<file path="src/scmd_pkg.sv">
// ----------------------------------------------------------------------------
// scmd_pkg
// Shared types and constants of the scope column min/max decimator.
// ----------------------------------------------------------------------------
package scmd_pkg;

   // Screen geometry
   localparam int COL_FIRST  = 20;
   localparam int COL_SPAN   = 260;
   localparam int ROW_TOP    = 20;
   localparam int ROW_BOTTOM = 220;
   localparam int ROW_RANGE  = ROW_BOTTOM - ROW_TOP;
   localparam int ROW_SCALE  = 100;

   // Configuration
   localparam int SAMPLE_COUNT_W     = 16;
   localparam int VDIV_W             = 14;
   localparam int SAMPLE_MV_W        = 16;
   localparam int VDIV_MAX           = 16383;
   localparam int SAMPLE_COUNT_RESET = 1000;
   localparam int VDIV_RESET         = 500;
   localparam int Y_DIVS_DEFAULT     = 4;

   // Divider quotient bits: covers column offsets below 260 and rows below 256
   localparam int QUO_W = 9;

   typedef enum logic {
      REG_SAMPLE_COUNT = 1'b0,
      REG_VOLTS_PER_DIV = 1'b1
   } csr_index_type;

   typedef enum logic [3:0] {
      S_IDLE,
      S_MUL,
      S_COL,
      S_COLW,
      S_ROW,
      S_ROWW,
      S_TRACK,
      S_CLOSE,
      S_FEND,
      S_LAST
   } state_type;

   typedef struct packed {
      logic busy;
      logic done;
   } div_stat_type;

endpackage

</file>
<file path="src/scmd_div.sv">
// ----------------------------------------------------------------------------
// scmd_div
// Restoring divider, one quotient bit per cycle, shared by column and row.
// Caller guarantees num < den * 2**QW.
// ----------------------------------------------------------------------------
module scmd_div import scmd_pkg::*; #(
   parameter int NUM_W = 25,
   parameter int DEN_W = 18,
   parameter int QW    = QUO_W
) (
   input  logic             clock,
   input  logic             reset,
   input  logic             start,
   input  logic [NUM_W-1:0] num,
   input  logic [DEN_W-1:0] den,
   output logic [QW-1:0]    quo,
   output div_stat_type     stat
);

   localparam int SH_W  = DEN_W + QW - 1;
   localparam int CW    = (SH_W > NUM_W) ? SH_W : NUM_W;
   localparam int CNT_W = (QW > 1) ? $clog2(QW) : 1;

   logic [NUM_W-1:0] rem_ff, rem_in;
   logic [SH_W-1:0]  dsh_ff, dsh_in;
   logic [QW-1:0]    quo_ff, quo_in;
   logic [CNT_W-1:0] cnt_ff, cnt_in;
   logic             busy_ff, busy_in;
   logic             done_ff, done_in;
   logic             ge;

   assign ge = CW'(rem_ff) >= CW'(dsh_ff);

   always_comb begin
      rem_in  = rem_ff;
      dsh_in  = dsh_ff;
      quo_in  = quo_ff;
      cnt_in  = cnt_ff;
      busy_in = busy_ff;
      done_in = 1'b0;
      if (start) begin
         rem_in  = num;
         dsh_in  = {den, {(QW-1){1'b0}}};
         quo_in  = '0;
         cnt_in  = CNT_W'(QW - 1);
         busy_in = 1'b1;
      end else if (busy_ff) begin
         if (ge) begin
            rem_in = NUM_W'(CW'(rem_ff) - CW'(dsh_ff));
         end
         quo_in = {quo_ff[QW-2:0], ge};
         dsh_in = dsh_ff >> 1;
         if (cnt_ff == '0) begin
            busy_in = 1'b0;
            done_in = 1'b1;
         end else begin
            cnt_in = cnt_ff - 1'b1;
         end
      end
   end

   always_ff @(posedge clock) begin
      rem_ff <= rem_in;
      dsh_ff <= dsh_in;
      quo_ff <= quo_in;
      if (reset) begin
         cnt_ff  <= '0;
         busy_ff <= 1'b0;
         done_ff <= 1'b0;
      end else begin
         cnt_ff  <= cnt_in;
         busy_ff <= busy_in;
         done_ff <= done_in;
      end
   end

   assign quo       = quo_ff;
   assign stat.busy = busy_ff;
   assign stat.done = done_ff;

endmodule

</file>
<file path="src/scope_column_minmax_decimator.sv">
// ----------------------------------------------------------------------------
// scope_column_minmax_decimator
// Folds a frame of millivolt samples into one min/max row span per column.
// ----------------------------------------------------------------------------
// Each sample is taken in S_IDLE, scaled in S_MUL, divided for column and row
// in S_COL/S_COLW and S_ROW/S_ROWW, folded in S_TRACK; spans leave via S_CLOSE
// and, at frame end, S_LAST. A sample is taken only once the last is through;
// a waiting span stalls the next sample only while the output register is full.
// Reset (synchronous, active high): registers back to 1000 samples and
// 500 mV/div, frame state cleared, no column open, output empty.
module scope_column_minmax_decimator import scmd_pkg::*; #(
   parameter int Y_DIVS = Y_DIVS_DEFAULT
) (
   input  logic        clock,
   input  logic        reset,
   // sample stream
   input  logic        req_tvalid,
   output logic        req_tready,
   input  logic [15:0] req_tdata,   // [15:0] sample_mv
   input  logic        req_tlast,   // last_sample
   // span stream
   output logic        rsp_tvalid,
   input  logic        rsp_tready,
   output logic [31:0] rsp_tdata,   // [8:0] column, [16:9] row_low, [24:17] row_high
   output logic        rsp_tlast,   // frame_end
   // configuration
   input  logic        csr_wr_en,
   input  logic        csr_index,
   input  logic [15:0] csr_wdata
);

   // divisor d = volts_per_div * Y_DIVS and row numerator 100*(d - mv)
   localparam int D_MAX     = VDIV_MAX * Y_DIVS;
   localparam int DW_RAW    = $clog2(D_MAX + 1);
   localparam int DW        = (DW_RAW > SAMPLE_MV_W) ? DW_RAW : SAMPLE_MV_W;
   localparam int EW        = DW + 2;
   localparam int RNUM_W    = $clog2(ROW_SCALE * (D_MAX + 32768) + 1);
   localparam int CNUM_W    = $clog2(65535 * COL_SPAN + 1);
   localparam int NUM_W     = (RNUM_W > CNUM_W) ? RNUM_W : CNUM_W;
   localparam int DEN_W     = (DW > SAMPLE_COUNT_W) ? DW : SAMPLE_COUNT_W;
   localparam int OVF_W     = ((DW + 8) > NUM_W) ? (DW + 8) : NUM_W;

   state_type state_ff, state_in;

   // configuration registers
   logic [SAMPLE_COUNT_W-1:0] sc_ff, sc_in;
   logic [VDIV_W-1:0]         vdiv_ff, vdiv_in;

   // frame tracking state
   logic [15:0] idx_ff, idx_in;
   logic [8:0]  col_ff, col_in;
   logic [7:0]  low_ff, low_in;
   logic [7:0]  high_ff, high_in;
   logic        open_ff, open_in;

   // per-sample working registers
   logic signed [SAMPLE_MV_W-1:0] mv_ff, mv_in;
   logic                          last_ff, last_in;
   logic [NUM_W-1:0]              cnum_ff, cnum_in;
   logic [NUM_W-1:0]              rnum_ff, rnum_in;
   logic                          rneg_ff, rneg_in;
   logic                          cdrop_ff, cdrop_in;
   logic                          csmall_ff, csmall_in;
   logic [8:0]                    x_ff, x_in;
   logic [7:0]                    y_ff, y_in;

   // output register
   logic        rsp_valid_ff, rsp_valid_in;
   logic [8:0]  rsp_col_ff, rsp_col_in;
   logic [7:0]  rsp_low_ff, rsp_low_in;
   logic [7:0]  rsp_high_ff, rsp_high_in;
   logic        rsp_last_ff, rsp_last_in;

   // derived values
   logic [SAMPLE_COUNT_W-1:0] den_c;
   logic [VDIV_W-1:0]         scale_c;
   logic [DW-1:0]             d_c;
   logic signed [EW-1:0]      e_c;
   logic                      x_valid;
   logic                      frame_done;
   logic                      out_free;
   logic                      in_xfer;

   // control strobes
   logic       div_start;
   logic       out_load;
   logic       out_fe;

   logic [NUM_W-1:0] div_num;
   logic [DEN_W-1:0] div_den;
   logic [QUO_W-1:0] div_quo;
   div_stat_type     div_stat;

   assign in_xfer  = req_tvalid && req_tready;
   assign out_free = !rsp_valid_ff || rsp_tready;

   assign den_c   = sc_ff - 1'b1;
   assign scale_c = (vdiv_ff == '0) ? VDIV_W'(1) : vdiv_ff;
   assign d_c     = DW'(32'(scale_c) * 32'(Y_DIVS));
   assign e_c     = $signed({2'b00, d_c}) - EW'(mv_ff);

   // a dropped column only happens for t >= sample_count-1 (x >= 280)
   assign x_valid    = csmall_ff || !cdrop_ff;
   assign frame_done = last_ff ||
                       ((17'(idx_ff) + 17'd1) >= 17'(sc_ff));

   // shared divider: column offset first, then row offset
   assign div_num = (state_ff == S_COL) ? cnum_ff : rnum_ff;
   assign div_den = (state_ff == S_COL) ? DEN_W'(den_c) : DEN_W'(d_c);

   scmd_div #(
      .NUM_W (NUM_W),
      .DEN_W (DEN_W),
      .QW    (QUO_W)
   ) u_div (
      .clock (clock),
      .reset (reset),
      .start (div_start),
      .num   (div_num),
      .den   (div_den),
      .quo   (div_quo),
      .stat  (div_stat)
   );

   // ---------------- next state ----------------
   always_comb begin
      state_in = state_ff;
      case (state_ff)
         S_IDLE:  if (in_xfer) state_in = S_MUL;
         S_MUL:   state_in = S_COL;
         S_COL:   state_in = S_COLW;
         S_COLW:  if (div_stat.done) state_in = S_ROW;
         S_ROW:   state_in = S_ROWW;
         S_ROWW:  if (div_stat.done) state_in = S_TRACK;
         S_TRACK: begin
            if (x_valid && open_ff && (x_ff != col_ff)) begin
               state_in = S_CLOSE;
            end else begin
               state_in = S_FEND;
            end
         end
         S_CLOSE: if (out_free) state_in = S_FEND;
         S_FEND: begin
            if (frame_done && open_ff) begin
               state_in = S_LAST;
            end else begin
               state_in = S_IDLE;
            end
         end
         S_LAST:  if (out_free) state_in = S_IDLE;
         default: state_in = S_IDLE;
      endcase
   end

   // ---------------- outputs / datapath ----------------
   always_comb begin
      req_tready = 1'b0;
      div_start  = 1'b0;
      out_load   = 1'b0;
      out_fe     = 1'b0;

      sc_in     = sc_ff;
      vdiv_in   = vdiv_ff;
      idx_in    = idx_ff;
      col_in    = col_ff;
      low_in    = low_ff;
      high_in   = high_ff;
      open_in   = open_ff;
      mv_in     = mv_ff;
      last_in   = last_ff;
      cnum_in   = cnum_ff;
      rnum_in   = rnum_ff;
      rneg_in   = rneg_ff;
      cdrop_in  = cdrop_ff;
      csmall_in = csmall_ff;
      x_in      = x_ff;
      y_in      = y_ff;

      // register writes: user issues only while no sample is in flight; not enforced
      if (csr_wr_en) begin
         case (csr_index_type'(csr_index))
            REG_SAMPLE_COUNT:  sc_in   = csr_wdata[SAMPLE_COUNT_W-1:0];
            REG_VOLTS_PER_DIV: vdiv_in = csr_wdata[VDIV_W-1:0];
            default: ;
         endcase
      end

      case (state_ff)
         S_IDLE: begin
            req_tready = 1'b1;
            if (in_xfer) begin
               mv_in   = $signed(req_tdata[SAMPLE_MV_W-1:0]);
               last_in = req_tlast;
            end
         end
         S_MUL: begin
            cnum_in   = NUM_W'(idx_ff) * NUM_W'(COL_SPAN);
            csmall_in = sc_ff < SAMPLE_COUNT_W'(2);
            cdrop_in  = idx_ff >= den_c;
            rneg_in   = e_c[EW-1];
            rnum_in   = NUM_W'(e_c[EW-2:0]) * NUM_W'(ROW_SCALE);
         end
         S_COL: div_start = 1'b1;
         S_COLW: begin
            if (div_stat.done) begin
               x_in = csmall_ff ? 9'(COL_FIRST) : 9'(COL_FIRST) + 9'(div_quo);
            end
         end
         S_ROW: div_start = 1'b1;
         S_ROWW: begin
            if (div_stat.done) begin
               // floor(100*(d-mv)/d) clamped to 0..200, then offset by top row
               if (rneg_ff) begin
                  y_in = 8'(ROW_TOP);
               end else if (OVF_W'(rnum_ff) >= OVF_W'({d_c, 8'h00})) begin
                  y_in = 8'(ROW_BOTTOM);
               end else if (div_quo > QUO_W'(ROW_RANGE)) begin
                  y_in = 8'(ROW_BOTTOM);
               end else begin
                  y_in = 8'(ROW_TOP) + div_quo[7:0];
               end
            end
         end
         S_TRACK: begin
            if (x_valid) begin
               if (!open_ff) begin
                  col_in  = x_ff;
                  low_in  = y_ff;
                  high_in = y_ff;
                  open_in = 1'b1;
               end else if (x_ff == col_ff) begin
                  if (y_ff < low_ff)  low_in  = y_ff;
                  if (y_ff > high_ff) high_in = y_ff;
               end
            end
         end
         S_CLOSE: begin
            if (out_free) begin
               out_load = 1'b1;
               col_in   = x_ff;
               low_in   = y_ff;
               high_in  = y_ff;
               open_in  = 1'b1;
            end
         end
         S_FEND: begin
            if (frame_done) begin
               if (!open_ff) begin
                  idx_in  = '0;
                  col_in  = 9'(COL_FIRST);
                  low_in  = 8'(ROW_BOTTOM);
                  high_in = 8'(ROW_TOP);
               end
            end else begin
               idx_in = idx_ff + 1'b1;
            end
         end
         S_LAST: begin
            if (out_free) begin
               out_load = 1'b1;
               out_fe   = 1'b1;
               idx_in   = '0;
               col_in   = 9'(COL_FIRST);
               low_in   = 8'(ROW_BOTTOM);
               high_in  = 8'(ROW_TOP);
               open_in  = 1'b0;
            end
         end
         default: ;
      endcase
   end

   // output register: loads the open span, drains on transfer
   always_comb begin
      rsp_valid_in = rsp_valid_ff && !rsp_tready;
      rsp_col_in   = rsp_col_ff;
      rsp_low_in   = rsp_low_ff;
      rsp_high_in  = rsp_high_ff;
      rsp_last_in  = rsp_last_ff;
      if (out_load) begin
         rsp_valid_in = 1'b1;
         rsp_col_in   = col_ff;
         rsp_low_in   = low_ff;
         rsp_high_in  = high_ff;
         rsp_last_in  = out_fe;
      end
   end

   always_ff @(posedge clock) begin
      mv_ff       <= mv_in;
      last_ff     <= last_in;
      cnum_ff     <= cnum_in;
      rnum_ff     <= rnum_in;
      rneg_ff     <= rneg_in;
      cdrop_ff    <= cdrop_in;
      csmall_ff   <= csmall_in;
      x_ff        <= x_in;
      y_ff        <= y_in;
      rsp_col_ff  <= rsp_col_in;
      rsp_low_ff  <= rsp_low_in;
      rsp_high_ff <= rsp_high_in;
      rsp_last_ff <= rsp_last_in;
      if (reset) begin
         state_ff     <= S_IDLE;
         sc_ff        <= SAMPLE_COUNT_W'(SAMPLE_COUNT_RESET);
         vdiv_ff      <= VDIV_W'(VDIV_RESET);
         idx_ff       <= '0;
         col_ff       <= 9'(COL_FIRST);
         low_ff       <= 8'(ROW_BOTTOM);
         high_ff      <= 8'(ROW_TOP);
         open_ff      <= 1'b0;
         rsp_valid_ff <= 1'b0;
      end else begin
         state_ff     <= state_in;
         sc_ff        <= sc_in;
         vdiv_ff      <= vdiv_in;
         idx_ff       <= idx_in;
         col_ff       <= col_in;
         low_ff       <= low_in;
         high_ff      <= high_in;
         open_ff      <= open_in;
         rsp_valid_ff <= rsp_valid_in;
      end
   end

   assign rsp_tvalid = rsp_valid_ff;
   assign rsp_tdata  = {7'd0, rsp_high_ff, rsp_low_ff, rsp_col_ff};
   assign rsp_tlast  = rsp_last_ff;

   // ---------------- assertions ----------------
   // every span sits on screen and is ordered
   a_span_range: assert property (@(posedge clock) disable iff (reset)
      rsp_tvalid |-> (rsp_tdata[8:0] >= 9'(COL_FIRST)) &&
                     (rsp_tdata[8:0] < 9'(COL_FIRST + COL_SPAN)) &&
                     (rsp_tdata[16:9] <= rsp_tdata[24:17]) &&
                     (rsp_tdata[16:9] >= 8'(ROW_TOP)) &&
                     (rsp_tdata[24:17] <= 8'(ROW_BOTTOM)))
      else $error("span out of range");

   // the shared divider is never restarted mid-run
   a_div_start: assert property (@(posedge clock) disable iff (reset)
      div_start |-> !div_stat.busy)
      else $error("divider started while busy");

   // a frame-end span leaves the frame state cleared
   a_frame_clear: assert property (@(posedge clock) disable iff (reset)
      (out_load && out_fe) |=> (idx_ff == '0) && !open_ff)
      else $error("frame state not cleared after frame end");

   // a span is loaded only into a free output register
   a_no_overwrite: assert property (@(posedge clock) disable iff (reset)
      out_load |-> (!rsp_valid_ff || rsp_tready))
      else $error("output span overwritten");

endmodule

</file>
<file path="config.mk">
export PLATFORM = sky130hd
export DESIGN_NAME = scope_column_minmax_decimator
export DESIGN_NICKNAME = d
export VERILOG_FILES = /design/src/scmd_pkg.sv /design/src/scmd_div.sv /design/src/scope_column_minmax_decimator.sv
export SDC_FILE = /design/constraint.sdc
export NUM_CORES = 1
export LEC_CHECK = 0
export BUFFER_PORTS_ARGS = -buffer_cell sky130_fd_sc_hd__buf_2
export CORE_ASPECT_RATIO = 1.5
export CORE_MARGIN = 5
export CORE_UTILIZATION = 50
export CTS_BUF_LIST = sky130_fd_sc_hd__clkbuf_4 sky130_fd_sc_hd__clkbuf_8
export DETAILED_ROUTE_END_ITERATION = 6
export GPL_ROUTABILITY_DRIVEN = 0
export GPL_TIMING_DRIVEN = 0
export PLACE_DENSITY = 0.7
export SLEW_MARGIN = 10
export SYNTH_ARGS = -nofsm -noshare
export SYNTH_HDL_FRONTEND = slang
export SYNTH_SLANG_ARGS = --single-unit
</file>
<file path="constraint.sdc">
create_clock -name clock -period 4.95 [get_ports clock]
set_clock_uncertainty 0.1 [all_clocks]
set_input_delay 0.2475 -clock clock [delete_from_list [all_inputs] [get_ports clock]]
set_output_delay 0.2475 -clock clock [all_outputs]
set_load 0.02 [all_outputs]
</file>
Yosys cells after proc, flatten, opt, wreduce, memory -nomap -nowiden:

Cells that the tools add are included.

* output and inout bits: 35
* register bits: 249

* equality and inequality tests: 25
* $add $sub $neg: 8
* order comparisons: 8
* multipliers: 2
* bitwise gates (word level): 3
* mux-type cells: 62
* reductions and logical operators: 38

Operators with widths (number)
* $mux 8: 17
* $mux 25: 4
* $mux 16: 4
* $pmux 8 s4: 2
* $mux 9: 6
* $mux 24: 2
* $mux 4: 10
* $pmux 4 s10: 1
* $pmux 9 s4: 1
* $pmux 16 s2: 1
* $ge 25x24->1: 1
* $sub 25x24->25: 1
* $ge 24x24->1: 1
* $mul 16x7->23 const B: 1
* $mul 17x5->22 const B: 1
* $sub 17x16->18: 1
* $add 16x1->17 const B: 1
* $ge 17x16->1: 1
* $add 16x1->16 const B: 1
* $eq 4x3->1 const B: 4
* $ge 16x16->1: 1
* $lt 16x2->1 const B: 1
* $ne 2x2->1 const B: 8
* $reduce_and 2->1: 8
* other kinds (33): 67

Logic depth before layout (Yosys ltp):

* depth in word-level cells: 6
* depth in mapped cells: 25
* gate-level depth less buffers: 25

Hierarchy:

From an unflattened synthesis, not the netlist that was laid out.

* cell total of the unflattened synthesis: 1777
* area total of the unflattened synthesis: 16590.9 um^2

By module, submodules not included
* scope_column_minmax_decimator: cells an instance 1300, times used 1, sequential area each 4784.6 um^2, area each 12341.8 um^2
* scmd_div: cells an instance 477, times used 1, sequential area each 1691.6 um^2, area each 4249.1 um^2

Worst setup path after synthesis:

No wires, ideal clock.

* path type: reg-to-reg
* from: register vdiv_ff[7]
* to: register rnum_ff[23] (data pin)
* arrival time: 5.136 ns
* path slack: -0.546 ns
* clock period less this slack: 5.496 ns
* cell stages (with the launch flop): 26
* path buffers: 0
* path through: dfxtp_1 > nor4_1 > a41o_1 > ha_1 > a31o_2 > a21o_1 > nand4_1 > a31oi_1 > a21o_1 > a21oi_1 > xor2_1 > inv_1 > ha_1 > ha_1 > inv_1 > fa_1 > inv_1 > ha_1 > or2_2 > o31a_1 > o41ai_2 > o21ai_0 > nor3_1 > o21bai_1 > a21oi_1 > xnor2_1

* longest elaborated chain between the ends: 4

RTL lines
* start, declared: RTL line scope_column_minmax_decimator.sv:47 `logic [VDIV_W-1:0] vdiv_ff, vdiv_in;`
* start signal, assigned: RTL line scope_column_minmax_decimator.sv:306 `vdiv_ff <= VDIV_W'(VDIV_RESET);`
* start signal, assigned: RTL line scope_column_minmax_decimator.sv:316 `vdiv_ff <= vdiv_in;`
* $logic_not 14->1: RTL line scope_column_minmax_decimator.sv:98 `assign scale_c = (vdiv_ff == '0) ? VDIV_W'(1) : vdiv_ff;`
* $mux 14 *: RTL line scope_column_minmax_decimator.sv:98
* $sub 17x16->18 *: RTL line scope_column_minmax_decimator.sv:100 `assign e_c = $signed({2'b00, d_c}) - EW'(mv_ff);`
* $mul 17x5->22 *: RTL line scope_column_minmax_decimator.sv:201 `rnum_in = NUM_W'(e_c[EW-2:0]) * NUM_W'(ROW_SCALE);`
* end signal, assigned: RTL line scope_column_minmax_decimator.sv:293 `rnum_ff <= rnum_in;`
* end, declared: RTL line scope_column_minmax_decimator.sv:60 `logic [NUM_W-1:0] rnum_ff, rnum_in;`

Mark *: on every way between the ends. The rest lies on a longest branch, timed or not.
A chain may end at the register's enable or synchronous reset.

Final worst setup path:

* from: register vdiv_ff[10]
* to: register rnum_ff[23] (data pin)

The elaborated chain is that of the path after synthesis.

==> results.md <==
* Status: complete, but fails checks
* Failing checks: setup timing
* # clock sinks at 249
* Placed inst area at 16900 µm²
* Io pins at 74
* Area Growth Syn to Fin at 19.3%
* Largest family of logic cells by synthesized area: adder cells
* DP HPWL at 32100 µm
* Pwr Total at 14.6 mW
* Final min period at 5.28 ns
* Layout cell share with drive strength beyond 1 at 0.166
* Nets at 2047
* RSZ-0062 raised after global routing: true
* Die width at 155 µm
* Synth area leader: edfxtp_1
* Setup WS pre-CTS at -1.18 ns
* Routed length per placed instance at 19.1 µm
* Crit path required time at 5.16 ns
* Pre-antenna DRT Iters at 5
* First-pass GRT wire length at 66500 µm
* Final period util at 1.07
* Register area share after synthesis at 0.411
* Mux cell area share after synthesis at 0.0133
* # port buffers at 65
* Number of synthesized flops with an enable pin at 149
* Fill count at 2624
* Pwr dens at 779 nW/µm²
* Relative slew slack at 0.306
* R2R setup slack at -0.33 ns
* Clk pin slew, worst setup/hold paths at 0.07 ns
* Hold slack at 0.229 ns
* Final Util at 0.604
* XOR/XNOR Fraction of Synth Area at 0.0622
* Critical Path Sink Type: register
* ANT nets after route at 0
* Top FF cell, synth: edfxtp_1
* Hold Fails Final Rpt at 0
* Clk_lat worst skew at 0.59 ns
* Vias/cell at 5.66
* Critical Path Source Type: register
* Initial DRC count at 751
* Fin worst setup slack at -0.331 ns
* Total congestion overflow at 0
* Synth Area per Inst at 9.76 µm²
* Post-Synth Adder-Cell Area at 0.162
* Critical path class: reg -> reg
* DR vias at 12708
* Initial antenna violation count at 1
* Root buffer cell: clkbuf_8
* TritonCTS buffer count at 40
* Yosys synthesis warning count at 0
* GRT Total Usage at 0.240
* H-tree levels at 2
* Synth async-reset ratio at 0
* Max Fclk at 0.189 GHz
* Max Cap Viol at 0
* Most numerous cell in the Yosys netlist: ha_1
* Final Cell Area at 18800 µm²
* Finish-stage setup viols at 6
* Dpl cells at 2096
* Cell Area, Synth at 15800 µm²
* Largest net degree at the start of global routing at 26
* Arrival time at the worst endpoint at 5.49 ns
* Peak supply drop at 1.55 mV
* Number of global-route vias before repair at 12946
* Top cells by count, synth: 182 x ha_1, 152 x inv_1, 149 x edfxtp_1
* CTS tree: built
* Row cnt at 79
* HP Class: in -> reg
* Full die area at 35200 µm²
* Clk buf depth at 3
* Yosys reg bits at 249
* Synth Area in Compound Gates at 0.149
* Leak pwr at 8.01 nW
* Post-synthesis simple-gate area fraction at 0.146
* Mapped Cells at 1615
* Drt total wl at 42900 µm
* Yosys cell types at 74
* CP Max Fanout at 5
* Core Area at 31100 µm²
* DRC Markers at 0
* Tightest Pin Transition at 1.04 ns
* Setup Total Neg Slack at -1.06 ns
* Initial core utilization at 0.506
* Synth top area cells: edfxtp_1 28%, ha_1 14%, dfxtp_1 13%
* Top cell type's share of synthesized area at 0.284
* Pins Over Slew Limit at 0
* Die Y at 227 µm
* Non-filler cells, final at 2247
## where the power goes
group / switching [mW] / leakage, nW / internal (mW)
sequential: 0.244 / 2.20 / 3.12
clock: 0.856 / 0.476 / 1.19
combinational: 4.84 / 5.34 / 4.39
## layout make-up
type	count	area [µm²]	area share
Multi-Input combinational cell	1150	8910	0.474
Inverter	152	571	0.0303
Tap cell	405	507	0.0269
Clock buffer	56	708	0.0377
Timing Repair Buffer	149	1070	0.0568
Sequential cell	249	6520	0.347
Clock inverter	15	203	0.0108
Antenna cell	1	2.50	0.000133
Buffer	70	320	0.0170
## critical path, cell delays in order (launching register included)
cell,delay (ns)
dfxtp_4,0.37
nor3_1,0.21
a41o_2,0.26
ha_4,0.21
a31o_4,0.22
a21o_1,0.17
nand4_1,0.14
a31oi_4,0.18
a21o_1,0.24
a21oi_2,0.17
xor2_2,0.19
inv_2,0.07
ha_4,0.25
ha_4,0.26
inv_2,0.03
fa_1,0.51
inv_2,0.05
ha_4,0.26
or2_4,0.12
o31a_1,0.24
o41ai_4,0.14
o21ai_2,0.17
nor3_2,0.07
o21bai_1,0.19
a21oi_2,0.09
xnor2_1,0.12
## path summary, 6_finish.rpt
kind / from / to / depth (start not counted)
worst max-delay path: vdiv_ff[10] / rnum_ff[23] / 25
worst min-delay path: req_tvalid / state_ff[1] / 4
worst max register to register: vdiv_ff[10] / rnum_ff[23] / 25
worst min register to register: high_ff[5] / rsp_high_ff[5] / 0
## per-layer routing
layer / vias to the layer above / routed length [µm] / track usage
li1: 6108 / - / -
met1: 6061 / 15600 / 0.249
met2: 399 / 22800 / 0.463
met3: 140 / 1960 / 0.0310
met4: 0 / 2570 / 0.133
met5: - / 0 / 0
## sequential cells by signal (all words and copies together), names as in the netlist, 8 cells and up
register      flops
mv_ff            16
u_div.rem_ff     25
rsp_high_ff       8
idx_ff           16
y_ff              8
col_ff            9
rnum_ff          22
rsp_low_ff        8
vdiv_ff          14
cnum_ff          23
low_ff            8
rsp_col_ff        9
x_ff              9
sc_ff            16
u_div.dsh_ff     24
u_div.quo         9
high_ff           8
## cells in the final DEF (no fill, tap or decap), types with 11 or more instances in the layout
master,instances
and2_1,12
dfxtp_1,86
clkbuf_8,46
nand3_1,17
nor2_1,86
a21o_1,40
a21oi_1,109
buf_4,50
xor2_1,44
o21ai_0,68
dfxtp_4,11
xnor2_1,57
edfxtp_1,149
a21oi_2,12
nand2b_1,23
or3_1,11
a22oi_1,30
dlygate4sd3_1,39
buf_2,69
a211o_1,16
nand2_1,133
and3_1,18
mux2i_1,21
ha_4,12
nor3_1,23
ha_1,167
nor2b_1,29
nand4_1,13
clkbuf_1,48
fa_1,14
inv_1,143
o21a_1,11
## timing repair
action	in CTS	in global routing
endpoints found under the hold margin	49	0
resized for setup	57	28
hold buffers	39	0
pin swaps	44	28
endpoints found under the setup margin	9	24
gates cloned	0	0
setup buffers	30	11
## cell families (layout without fill, tap and decap cells)
logic type               after synthesis  after routing
AND/OR/NAND/NOR                      447            447
multiplexers                          21             21
XOR/XNOR                             112            112
other                                  1              8
adder cells (fa/ha/maj)              196            196
buffers and inverters                222            442
flip-flops                           249            249
AO/OA/AOI/OAI                        367            367
No activity file was read; power rests on OpenSTA's default activity.
